`src/hdl/cat_pkg.sv`:
```
// Package for the camera auto-shoot trigger: widths, register indexes, mode codes.
// Used by every module of the block; depends on nothing.
package cat_pkg;
	localparam int POS_BITS = 24;
	localparam int COUNT_BITS = 16;
	localparam int CFG_IDX_BITS = 3;
	localparam int CFG_DATA_BITS = 32;
	localparam int FULL_TURN = 36000;
	localparam logic [23:0] RING_MAX = 24'hFFFFFF;

	typedef enum logic [2:0] {
		REG_MODE = 3'd0, REG_PERIOD = 3'd1, REG_SPACING = 3'd2, REG_CINT = 3'd3,
		REG_CSTART = 3'd4, REG_ORIG_X = 3'd5, REG_ORIG_Y = 3'd6, REG_DELAY = 3'd7
	} reg_idx_t;

	localparam logic [2:0] MODE_PERIODIC = 3'd1;
	localparam logic [2:0] MODE_DISTANCE = 3'd2;
	localparam logic [2:0] MODE_CIRCLE = 3'd3;
	localparam logic [2:0] MODE_SURVEY = 3'd4;

	typedef struct packed {
		logic [31:0] now_ms;
		logic signed [POS_BITS-1:0] pos_east;
		logic signed [POS_BITS-1:0] pos_north;
		logic signed [15:0] heading;
	} tick_t;

	typedef struct packed {
		logic shoot;
		logic [15:0] trigger_count;
		logic [23:0] next_ring;
	} result_t;

	typedef struct packed {
		logic clr;
		logic sq_go;
	} alu_ctl_t;
endpackage

```
`src/hdl/cat_if.sv`:
```
// Valid/ready channel carrying one payload of a given type.
// Depends on nothing.
interface cat_if #(parameter type T = logic) ();
	logic valid;
	logic ready;
	T payload;
	modport source (output valid, output payload, input ready);
	modport sink (input valid, input payload, output ready);
endinterface

```
`src/hdl/camera_autoshoot_trigger.sv`:
```
// Channel  | Dir | Payload
// tick     | in  | now_ms, pos_east, pos_north, heading
// result   | out | shoot, trigger_count, next_ring
// cfg      | in  | cfg_we, cfg_idx, cfg_data (write only)
// A tick goes S_IDLE, S_DEC, S_OUT in stop and periodic modes; it passes S_SQ1, S_SQ2
// and S_SQW before S_DEC in distance and survey modes (two products through the shared
// squarer, then the accumulate) and S_DIV and S_DIVW in circle mode (16-step shared divider).
// Any config write clears the counters and reruns the divider for the block count;
// ready stays low during the write and until the divider has returned the block count.
// Reset is asynchronous; the result stays registered until taken, and ready drops
// while a tick is in work or a result waits.
module camera_autoshoot_trigger import cat_pkg::*; (
	input logic clk,
	input logic arst_n,
	cat_if.sink tick,
	cat_if.source result,
	input logic cfg_we,
	input logic [CFG_IDX_BITS-1:0] cfg_idx,
	input logic [CFG_DATA_BITS-1:0] cfg_data
);
	typedef enum logic [7:0] {
		S_IDLE = 8'b00000001, S_SQ1 = 8'b00000010, S_SQ2 = 8'b00000100,
		S_SQW = 8'b00001000, S_DIV = 8'b00010000, S_DIVW = 8'b00100000,
		S_DEC = 8'b01000000, S_OUT = 8'b10000000
	} state_t;

	state_t state_q;
	logic [2:0] mode_q;
	logic [31:0] period_q, plast_q, slast_q;
	logic [15:0] spacing_q, cint_q, cstart_q, delay_q;
	logic signed [POS_BITS-1:0] ox_q, oy_q, le_q, ln_q;
	logic [8:0] lblk_q, btot_q;
	logic [23:0] ring_q;
	logic [COUNT_BITS-1:0] cnt_q;
	tick_t t_q;
	result_t res_q;
	logic bt_pend_q, bt_phase_q;
	logic [15:0] ci_eff;

	alu_ctl_t ctl;
	logic [32:0] sq_op;
	logic [63:0] acc;
	logic div_start, div_done;
	logic [15:0] div_a, div_b, quo;

	assign ci_eff = (cint_q < 16'd100) ? 16'd100 : (cint_q > 16'd35999 ? 16'd35999 : cint_q);

	// Heading offset reduced to 0..35999
	logic signed [17:0] st_mod, cdiff;
	logic [15:0] cpos;
	assign st_mod = (cstart_q >= 16'(FULL_TURN)) ? 18'(cstart_q) - 18'(FULL_TURN) : 18'(cstart_q);
	assign cdiff = 18'(t_q.heading) - st_mod;
	always_comb begin
		if (cdiff < -18'(FULL_TURN)) cpos = 16'(cdiff + 18'(2 * FULL_TURN));
		else if (cdiff < 0) cpos = 16'(cdiff + 18'(FULL_TURN));
		else if (cdiff >= 18'(FULL_TURN)) cpos = 16'(cdiff - 18'(FULL_TURN));
		else cpos = 16'(cdiff);
	end

	logic is_dist;
	assign is_dist = (mode_q == MODE_DISTANCE);
	always_comb begin
		if (state_q == S_SQ1)
			sq_op = is_dist ? 33'(t_q.pos_east) - 33'(le_q) : 33'(ox_q) - 33'(t_q.pos_east);
		else
			sq_op = is_dist ? 33'(t_q.pos_north) - 33'(ln_q) : 33'(oy_q) - 33'(t_q.pos_north);
	end

	assign ctl.clr = (state_q == S_IDLE);
	assign ctl.sq_go = (state_q == S_SQ1) || (state_q == S_SQ2);

	cat_sq_unit u_sq (.clk(clk), .ctl(ctl), .operand(sq_op), .acc(acc));

	assign div_start = ((state_q == S_IDLE) && bt_pend_q && !bt_phase_q)
		|| (state_q == S_DIV);
	assign div_a = (state_q == S_DIV) ? cpos : 16'(FULL_TURN);
	assign div_b = ci_eff;
	cat_divider u_div (.clk(clk), .arst_n(arst_n), .start(div_start),
		.dividend(div_a), .divisor(div_b), .done(div_done), .quotient(quo));

	assign tick.ready = (state_q == S_IDLE) && !bt_pend_q && !cfg_we;
	assign result.valid = (state_q == S_OUT);
	assign result.payload = res_q;

	// Decision, used in S_DEC
	logic [8:0] blk, ba, bb, dd, ee;
	logic [31:0] el_p, el_s;
	logic [24:0] nr;
	logic [23:0] ring_nx;
	logic [31:0] sp_sq;
	logic [47:0] ring_sq;
	logic fire_p, hit_d, hit_c, hit_s, fire_s;
	logic [COUNT_BITS-1:0] cnt_nx;
	assign blk = quo[8:0];
	assign ba = (blk > lblk_q) ? blk : lblk_q;
	assign bb = (blk > lblk_q) ? lblk_q : blk;
	assign dd = ba - bb;
	assign ee = bb + btot_q - ba;
	assign el_p = t_q.now_ms - plast_q;
	assign el_s = t_q.now_ms - slast_q;
	assign nr = 25'(ring_q) + 25'(spacing_q);
	assign ring_nx = nr[24] ? RING_MAX : nr[23:0];
	assign sp_sq = spacing_q * spacing_q;
	assign ring_sq = ring_q * ring_q;
	assign fire_p = (mode_q == MODE_PERIODIC) && (el_p > period_q);
	assign hit_d = (mode_q == MODE_DISTANCE) && (acc > 64'(sp_sq));
	assign hit_c = (mode_q == MODE_CIRCLE) && ((dd < ee ? dd : ee) == 9'd1);
	assign hit_s = (mode_q == MODE_SURVEY) && (acc >= 64'(ring_sq));
	assign fire_s = hit_s && (el_s >= 32'(delay_q));
	assign cnt_nx = (hit_d || hit_c || hit_s) ? cnt_q + 1'b1 : cnt_q;

	always_ff @(posedge clk or negedge arst_n) begin
		if (!arst_n) begin
			state_q <= S_IDLE;
			mode_q <= '0; period_q <= 32'd1000; spacing_q <= 16'd5000;
			cint_q <= 16'd100; cstart_q <= '0; ox_q <= '0; oy_q <= '0;
			delay_q <= 16'd3000; plast_q <= '0; slast_q <= '0;
			le_q <= '0; ln_q <= '0; lblk_q <= '0; btot_q <= 9'd360;
			ring_q <= '0; cnt_q <= '0; bt_pend_q <= 1'b0; bt_phase_q <= 1'b0;
			res_q <= '0;
		end else begin
			if (cfg_we) begin
				unique case (reg_idx_t'(cfg_idx))
					REG_MODE: mode_q <= cfg_data[2:0];
					REG_PERIOD: period_q <= cfg_data;
					REG_SPACING: spacing_q <= cfg_data[15:0];
					REG_CINT: cint_q <= cfg_data[15:0];
					REG_CSTART: cstart_q <= cfg_data[15:0];
					REG_ORIG_X: ox_q <= cfg_data[POS_BITS-1:0];
					REG_ORIG_Y: oy_q <= cfg_data[POS_BITS-1:0];
					REG_DELAY: delay_q <= cfg_data[15:0];
				endcase
				cnt_q <= '0; le_q <= '0; ln_q <= '0; lblk_q <= '0; ring_q <= '0;
				bt_pend_q <= 1'b1;
				bt_phase_q <= 1'b0;
			end else if (state_q == S_DEC) begin
				cnt_q <= cnt_nx;
				if (fire_p) plast_q <= t_q.now_ms;
				if (hit_d) begin
					le_q <= t_q.pos_east;
					ln_q <= t_q.pos_north;
				end
				if (hit_c) lblk_q <= blk;
				if (hit_s) ring_q <= ring_nx;
				if (fire_s) slast_q <= t_q.now_ms;
			end else if (bt_pend_q && state_q == S_IDLE) begin
				// recompute block count through the divider
				if (!bt_phase_q) bt_phase_q <= 1'b1;
				else if (div_done) begin
					btot_q <= quo[8:0];
					bt_pend_q <= 1'b0;
					bt_phase_q <= 1'b0;
				end
			end
			unique case (state_q)
				S_IDLE: if (tick.valid && tick.ready) begin
					if (mode_q == MODE_DISTANCE || mode_q == MODE_SURVEY) state_q <= S_SQ1;
					else if (mode_q == MODE_CIRCLE) state_q <= S_DIV;
					else state_q <= S_DEC;
				end
				S_SQ1: state_q <= S_SQ2;
				S_SQ2: state_q <= S_SQW;
				S_SQW: state_q <= S_DEC;
				S_DIV: state_q <= S_DIVW;
				S_DIVW: if (div_done) state_q <= S_DEC;
				S_DEC: begin
					state_q <= S_OUT;
					res_q.shoot <= fire_p || hit_d || hit_c || fire_s;
					res_q.trigger_count <= 16'(cnt_nx);
					res_q.next_ring <= hit_s ? ring_nx : ring_q;
				end
				S_OUT: if (result.ready) state_q <= S_IDLE;
				default: state_q <= S_IDLE;
			endcase
		end
	end

	always_ff @(posedge clk) begin
		if (tick.valid && tick.ready) t_q <= tick.payload;
	end
endmodule

```
`src/hdl/cat_divider.sv`:
```
// Restoring divider, one quotient bit per cycle; 16-bit dividend and divisor.
// Depends on cat_pkg.
module cat_divider import cat_pkg::*; (
	input logic clk,
	input logic arst_n,
	input logic start,
	input logic [15:0] dividend,
	input logic [15:0] divisor,
	output logic done,
	output logic [15:0] quotient
);
	logic [15:0] rem_q, quo_q, den_q;
	logic [4:0] cnt_q;
	logic busy_q;
	logic [16:0] trial;

	assign trial = {rem_q, quo_q[15]} - {1'b0, den_q};

	always_ff @(posedge clk or negedge arst_n) begin
		if (!arst_n) begin
			busy_q <= 1'b0;
			cnt_q <= '0;
			done <= 1'b0;
		end else begin
			done <= 1'b0;
			if (start) begin
				busy_q <= 1'b1;
				cnt_q <= 5'd16;
			end else if (busy_q) begin
				cnt_q <= cnt_q - 5'd1;
				if (cnt_q == 5'd1) begin
					busy_q <= 1'b0;
					done <= 1'b1;
				end
			end
		end
	end

	always_ff @(posedge clk) begin
		if (start) begin
			rem_q <= '0;
			quo_q <= dividend;
			den_q <= divisor;
		end else if (busy_q) begin
			if (!trial[16]) begin
				rem_q <= trial[15:0];
				quo_q <= {quo_q[14:0], 1'b1};
			end else begin
				rem_q <= {rem_q[14:0], quo_q[15]};
				quo_q <= {quo_q[14:0], 1'b0};
			end
		end
	end

	assign quotient = quo_q;
endmodule

```
`src/hdl/cat_sq_unit.sv`:
```
// Shared squarer with saturating 64-bit accumulator: adds a*a for one operand per use.
// Depends on cat_pkg.
module cat_sq_unit import cat_pkg::*; (
	input logic clk,
	input alu_ctl_t ctl,
	input logic [32:0] operand,
	output logic [63:0] acc
);
	logic [31:0] mag;
	logic [63:0] prod_q;
	logic [64:0] sum;
	logic add_q;

	// operand is a 33-bit two's-complement difference
	assign mag = operand[32] ? 32'(-operand) : operand[31:0];
	assign sum = {1'b0, acc} + {1'b0, prod_q};

	always_ff @(posedge clk) begin
		prod_q <= 64'(mag) * 64'(mag);
		add_q <= ctl.sq_go;
		if (ctl.clr) acc <= '0;
		else if (add_q) acc <= sum[64] ? '1 : sum[63:0];
	end
endmodule
```
`src/flat_wrapper.sv`:
```
// flat-port wrapper written by rule: the top's interface ports become plain ports
module camera_autoshoot_trigger_flat import cat_pkg::*;
  (clk, arst_n, cfg_we, cfg_idx, cfg_data, tick_valid, tick_payload, tick_ready, result_valid, result_payload, result_ready);
  cat_if tick_i ();
  cat_if result_i ();
  input logic clk;
  input logic arst_n;
  input logic cfg_we;
  input logic [CFG_IDX_BITS-1:0] cfg_idx;
  input logic [CFG_DATA_BITS-1:0] cfg_data;
  input wire logic [$bits(tick_i.valid)-1:0] tick_valid;
  input wire logic [$bits(tick_i.payload)-1:0] tick_payload;
  output wire logic [$bits(tick_i.ready)-1:0] tick_ready;
  output wire logic [$bits(result_i.valid)-1:0] result_valid;
  output wire logic [$bits(result_i.payload)-1:0] result_payload;
  input wire logic [$bits(result_i.ready)-1:0] result_ready;
  assign tick_i.valid = tick_valid;
  assign tick_i.payload = tick_payload;
  assign tick_ready = tick_i.ready;
  assign result_valid = result_i.valid;
  assign result_payload = result_i.payload;
  assign result_i.ready = result_ready;
  camera_autoshoot_trigger u_core (.clk(clk), .arst_n(arst_n), .tick(tick_i), .result(result_i), .cfg_we(cfg_we), .cfg_idx(cfg_idx), .cfg_data(cfg_data));
endmodule
```
`config.mk`:
```
export PLATFORM = sky130hd
export DESIGN_NAME = camera_autoshoot_trigger_flat
export DESIGN_NICKNAME = d
export VERILOG_FILES = /design/src/hdl/cat_pkg.sv /design/src/hdl/cat_if.sv /design/src/hdl/camera_autoshoot_trigger.sv /design/src/hdl/cat_divider.sv /design/src/hdl/cat_sq_unit.sv /design/src/flat_wrapper.sv
export SDC_FILE = /design/constraint.sdc
export NUM_CORES = 2
export LEC_CHECK = 0
export BUFFER_PORTS_ARGS = -buffer_cell sky130_fd_sc_hd__buf_2
export CORE_MARGIN = 2
export CORE_UTILIZATION = 32
export DETAILED_ROUTE_END_ITERATION = 8
export GPL_TIMING_DRIVEN = 1
export PLACE_DENSITY = 0.54
export SKIP_LAST_GASP = 1
export SLEW_MARGIN = 20
export SYNTH_ARGS = -nofsm -noshare
export SYNTH_HDL_FRONTEND = slang
export SYNTH_SLANG_ARGS = --single-unit
```
`constraint.sdc`:
```
create_clock -name clk -period 19.9 [get_ports clk]
set_input_delay 1.99 -clock clk [delete_from_list [all_inputs] [get_ports clk]]
set_output_delay 1.99 -clock clk [all_outputs]
set_load 0.01 [all_outputs]
```
[Word level (Yosys, flattened, before mapping)]
Index checks and enable logic that the tools add are counted.
Storage, ports and cells
  flip-flop bits (word level): 262
  input bits: 41
Operators by class
  $add $sub $neg: 5
  $mul: 3
  $lt $le $gt $ge: 2
  equal/unequal tests: 19
  multiplexer cells: 36
  reduce and logical (&&, ||, !) cells: 28
Operators by type and width (number)
  $mux W24: 7
  $mux W33: 3
  $add A64 B64 Y65: 1
  $ge A64 B48 Y1: 1
  $gt A64 B32 Y1: 1
  $mul A32 B32 Y64: 1
  $mux W64: 1
  $pmux W8 S8: 1
  $mul A24 B24 Y48: 1
  $mul A16 B16 Y32: 1
  $mux W32: 1
  $mux W8: 4
  $neg A32 Y32: 1
  $add A24 B16 Y25: 1
  $sub A1 B24 Y25 const A: 1
  $mux W1: 16
  $reduce_and A2 Y1: 6
  $reduce_bool A2 Y1: 6
  $mux W5: 2
  $eq A3 B2 Y1 const B: 3
  $eq A3 B3 Y1 const B: 3
  $eq A8 B1 Y1 const B: 1
  $eq A8 B2 Y1 const B: 1
  $eq A8 B3 Y1 const B: 1
  16 further kinds: 28

[Logic depth before layout (Yosys ltp)]
  word-level depth: 6
  gate-level depth with buffers: 47
  gate-level depth less buffers: 43

[By module]
A second synthesis with hierarchy kept.
Second synthesis, totals
  cells, all modules: 7144
  area total of the unflattened synthesis: 64968.6 um2
By module, submodules not included
  cat_sq_unit: times used 1, cells each 4107, area each 36396.2 um2, sequential area each 2562.5 um2
  camera_autoshoot_trigger: times used 1, cells each 2730, area each 25431.9 um2, sequential area each 3394.5 um2
  cat_divider: times used 1, cells each 307, area each 3140.5 um2, sequential area each 1456.4 um2

[Worst setup path after synthesis]
OpenSTA, ideal clock, no wires.
  path type: flip-flop to flip-flop
  start: register u_core.state_q[0]
  end: register u_core.u_sq.prod_q[48]
  data arrival time: 10.957 ns
  required time: 19.764 ns
  path slack: 8.807 ns
  cell stages (with the launch flop): 42
  buffers on the path: 6
  cell sequence: dfstp_2 -> nor2_1 -> nand3_2 -> buf_2 -> buf_1 -> buf_1 -> mux2i_1 -> nor2_1 -> inv_1 -> buf_1 -> ha_1 -> inv_1 -> a2111oi_4 -> or4b_4 -> nor4_2 -> a31oi_1 -> xor2_1 -> clkbuf_1 -> (+6 left out) -> fa_1 -> inv_1 -> fa_1 -> fa_1 -> fa_1 -> fa_1 -> ha_1 -> clkbuf_1 -> nand4_1 -> nor3_1 -> o211ai_1 -> a311oi_1 -> o31ai_1 -> a21oi_1 -> a21oi_1 -> a221oi_1 -> mux2i_1 -> o2111ai_1
Between the ends
  cells in the longest elaborated chain, start to end: 5
Ends and longest elaborated chain
  from (decl): line camera_autoshoot_trigger.sv:27  | state_t state_q;
  from (signal assigned): line camera_autoshoot_trigger.sv:114  | state_q <= S_IDLE;
  from (signal assigned): line camera_autoshoot_trigger.sv:157  | if (mode_q == MODE_DISTANCE || mode_q == MODE_SURVEY) state_q <= S_SQ1;
  from (signal assigned): line camera_autoshoot_trigger.sv:158  | else if (mode_q == MODE_CIRCLE) state_q <= S_DIV;
  $eq A8 B2 Y1 (*): line camera_autoshoot_trigger.sv:63  | if (state_q == S_SQ1)
  $mux W33 (*): line camera_autoshoot_trigger.sv:63
  $neg A32 Y32: line cat_sq_unit.sv:15  | assign mag = operand[32] ? 32'(-operand) : operand[31:0];
  $mux W32 (*): line cat_sq_unit.sv:15
  $mul A32 B32 Y64 (*): line cat_sq_unit.sv:19  | prod_q <= 64'(mag) * 64'(mag);
  to (signal assigned): line cat_sq_unit.sv:19
  to (decl): line cat_sq_unit.sv:10  | logic [63:0] prod_q;
Every way passes the cells marked *; elsewhere a longest branch is shown, timed or not.
A chain may end at the register's enable or synchronous reset.

[Worst setup path after layout]
Ends and elaborated chain as after synthesis.

==> results.md <==
- Status: complete, no violations
- Number of global-route vias before repair: ~45,000
- Hold Path Class: reg2reg
- Crit-path leading delay family: adder cells
- Final RePlAce weighted congestion: 0.8907
- Ports: 44
- Post-Syn Area: 0.05745 mm²
- F_max: 81.45 MHz
- Hold Fails Final Rpt: 0
- Global-route wire length before repair: 237,800 µm
- Slew @ Worst Pin: 1.180 ns
- Post-route DRC: 0
- Setup_tns: 0 ns
- Iter 0 DRT Violations: 2,029
- Fillers: around 18,000
- Slowest-stage cell, CP: and2_1
- Most common cell on crit path: fa_1
- Count leader, synth: inv_1
- DR vias: 40,850
- Crit Path Max Fanout: 31
- Postcts setup bufs: 0
- Main synth FF type: dfxtp_1
- Layout cells sized above 1: 0.04573
- Die W: 427.7 µm
- Antenna violations before repair: 2
- Layout area overhead: 9.472%
- Post-route cell area: 0.06289 mm²
- CP Capture Type: flop
- Clock Sinks: between 200 and 250
- Htree depth: 1
- CP bufs+invs: 9
- Clock latency at the later pin of the worst-skew pair: around 0.62 ns
- Final-report max-slew violation count: 0
- Avg Vias per Cell: about 4.6
- RSZ-0062 raised after global routing: false
- Non-Filler Instances: 8,829
- Core area: 0.1784 mm²
- Port buffer count: 34
- Starting Density: 0.3220
- DIE HEIGHT: 427.7 µm
- Cell Rows: 155
- Clock slew at reported path FFs: roughly 0.06 ns
- Critical Path RT: between 20 and 25 ns
- Routed Antenna Nets: 0
- DIE AREA: 0.1829 mm²
- DP Cell Count: 8,771
- Nets: ~8,300
- Clk_skew: 0.05194 ns
- Yosys warns: 0
- Placed cell areas: 0.06180 mm²
- Critical Setup Path Class: reg2reg
- Crit path largest cell delay: ~0.74 ns
- Slack of the critical path: 7.622 ns
- Multi-input gate area: approximately 0.047 mm²
- CTS buffer count: 30
- Drt wl/cell: 16.02 µm
- Largest net degree at the start of global routing: 68
- Tmin final: 12.28 ns
- Yosys cell types: 92
- Fin crit share: 0.6170
- Top post-synthesis cells by count: 1,501 x inv_1, 1,231 x fa_1, 571 x ha_1
- Register area: 0.005299 mm²
- Post-CTS resize count: 0
- Seq/Total Area, Yosys: 0.09222
- Number of synthesized register bits: about 240
- Place WS: 7.754 ns
- CTS tree: built
- Max Cap Viol: 0
- Top cell type's share of synthesized area: 0.4290
- Yosys top cell by area: fa_1
- Slew headroom: 0.2097
- Synth top area cells: fa_1 43%, ha_1 12%, inv_1 9.8%
- Average size of a mapped cell: about 9.4 µm²
- Gate Count Post-Synth: about 6,000
- Cts hold-fix bufs: 0
- Longest Clk Path Bufs: 3
- Tot GR Track Use: 0.1617
- DP HPWL: 119,100 µm
- Post-synth EDFFs: 0
- Setup Viol. Count Final: 0
- Routed WL: 141,400 µm
- Share of flip-flops with an asynchronous set or reset: 0.4599
- Root buf cell: clkbuf_16
- Crit start category: flop
- Drt pass-1 iters: 7
- Arrival time worst endpoint: approximately 13 ns
- Total gr overflow: 0
-- cell type report --
type                            instances  share of cell area
Tap cell                             2355             0.04685
Inverter                             1508             0.09013
Clock buffer                           36             0.01309
Sequential cell                       237             0.08426
Antenna cell                            1          0.00003979
Timing Repair Buffer                   96             0.01015
Multi-Input combinational cell       4576              0.7514
Clock inverter                         20            0.004039
-- path summary, 6_finish.rpt --
check | from | endpoint | slack, ns | cells past startpoint
min in group asynchronous | arst_n | u_core.ox_q[12] | 1.45 | 1
hold / removal | u_core.ox_q[21] | u_core.ox_q[21] | 0.51 | 1
setup / recovery | u_core.state_q[0] | u_core.u_sq.prod_q[48] | 7.62 | 39
max in group asynchronous | arst_n | u_core.ring_q[18] | 17.26 | 2
hold reg to reg | u_core.ox_q[21] | u_core.ox_q[21] | 0.51 | 1
setup reg to reg | u_core.state_q[0] | u_core.u_sq.prod_q[48] | 7.62 | 39
-- per-stage QoR --
stage          hold slack (ns)    util
6_report                0.5057  0.3525
5_1_grt                 0.5269  0.3525
4_1_cts                 0.5085  0.3524
3_5_place_dp            0.4967  0.3464
3_3_place_gp            0.4916  0.3464
2_1_floorplan           0.4537       -
-- metal layers --
layer	up-vias	global-route usage	wire (µm)
met5	-	0	0
met3	157	0.01929	6022
met1	20780	0.2153	62730
li1	19210	-	-
met2	697	0.2844	69970
met4	0	0.02743	2700
-- registers in the layout (all words and copies together), names as in the netlist, 3 cells and up --
signal / cells
u_core.u_sq.acc: 64
u_core.u_sq.prod_q: 63
u_core.ox_q: 24
u_core.oy_q: 24
u_core.ring_q: 24
u_core.spacing_q: 16
u_core.state_q: 8
u_core.u_div.cnt_q: 5
u_core.mode_q: 3
-- placed cells by master (no fill, tap or decap), types with 33 or more instances in the layout --
cell type and instances:
inv_1 1501, fa_1 1231, ha_1 571, nand2_1 455, conb_1 389, nor2_1 303
a21oi_1 293, o21ai_0 172, dfxtp_1 127, xnor2_1 122, and2_1 121, a21o_1 118
dfrtp_1 103, xor2_1 92, nor3_1 73, mux2_2 67, buf_4 62, nand3_1 45
nand4_1 43, buf_2 33
-- cell families after synthesis --
| logic type | synth area share |
|---|---|
| fa+ha+maj | 0.5534 |
| buf+inv | 0.1112 |
| simple gates | 0.1018 |
| compound gates | 0.09063 |
| flops | 0.09222 |
| xor+xnor | 0.03308 |
| mux | 0.01758 |
| other cells | 0.0001307 |
Power is not shown: default switching activity piles up to over one toggle a cycle in this logic, so the estimate is an artifact.
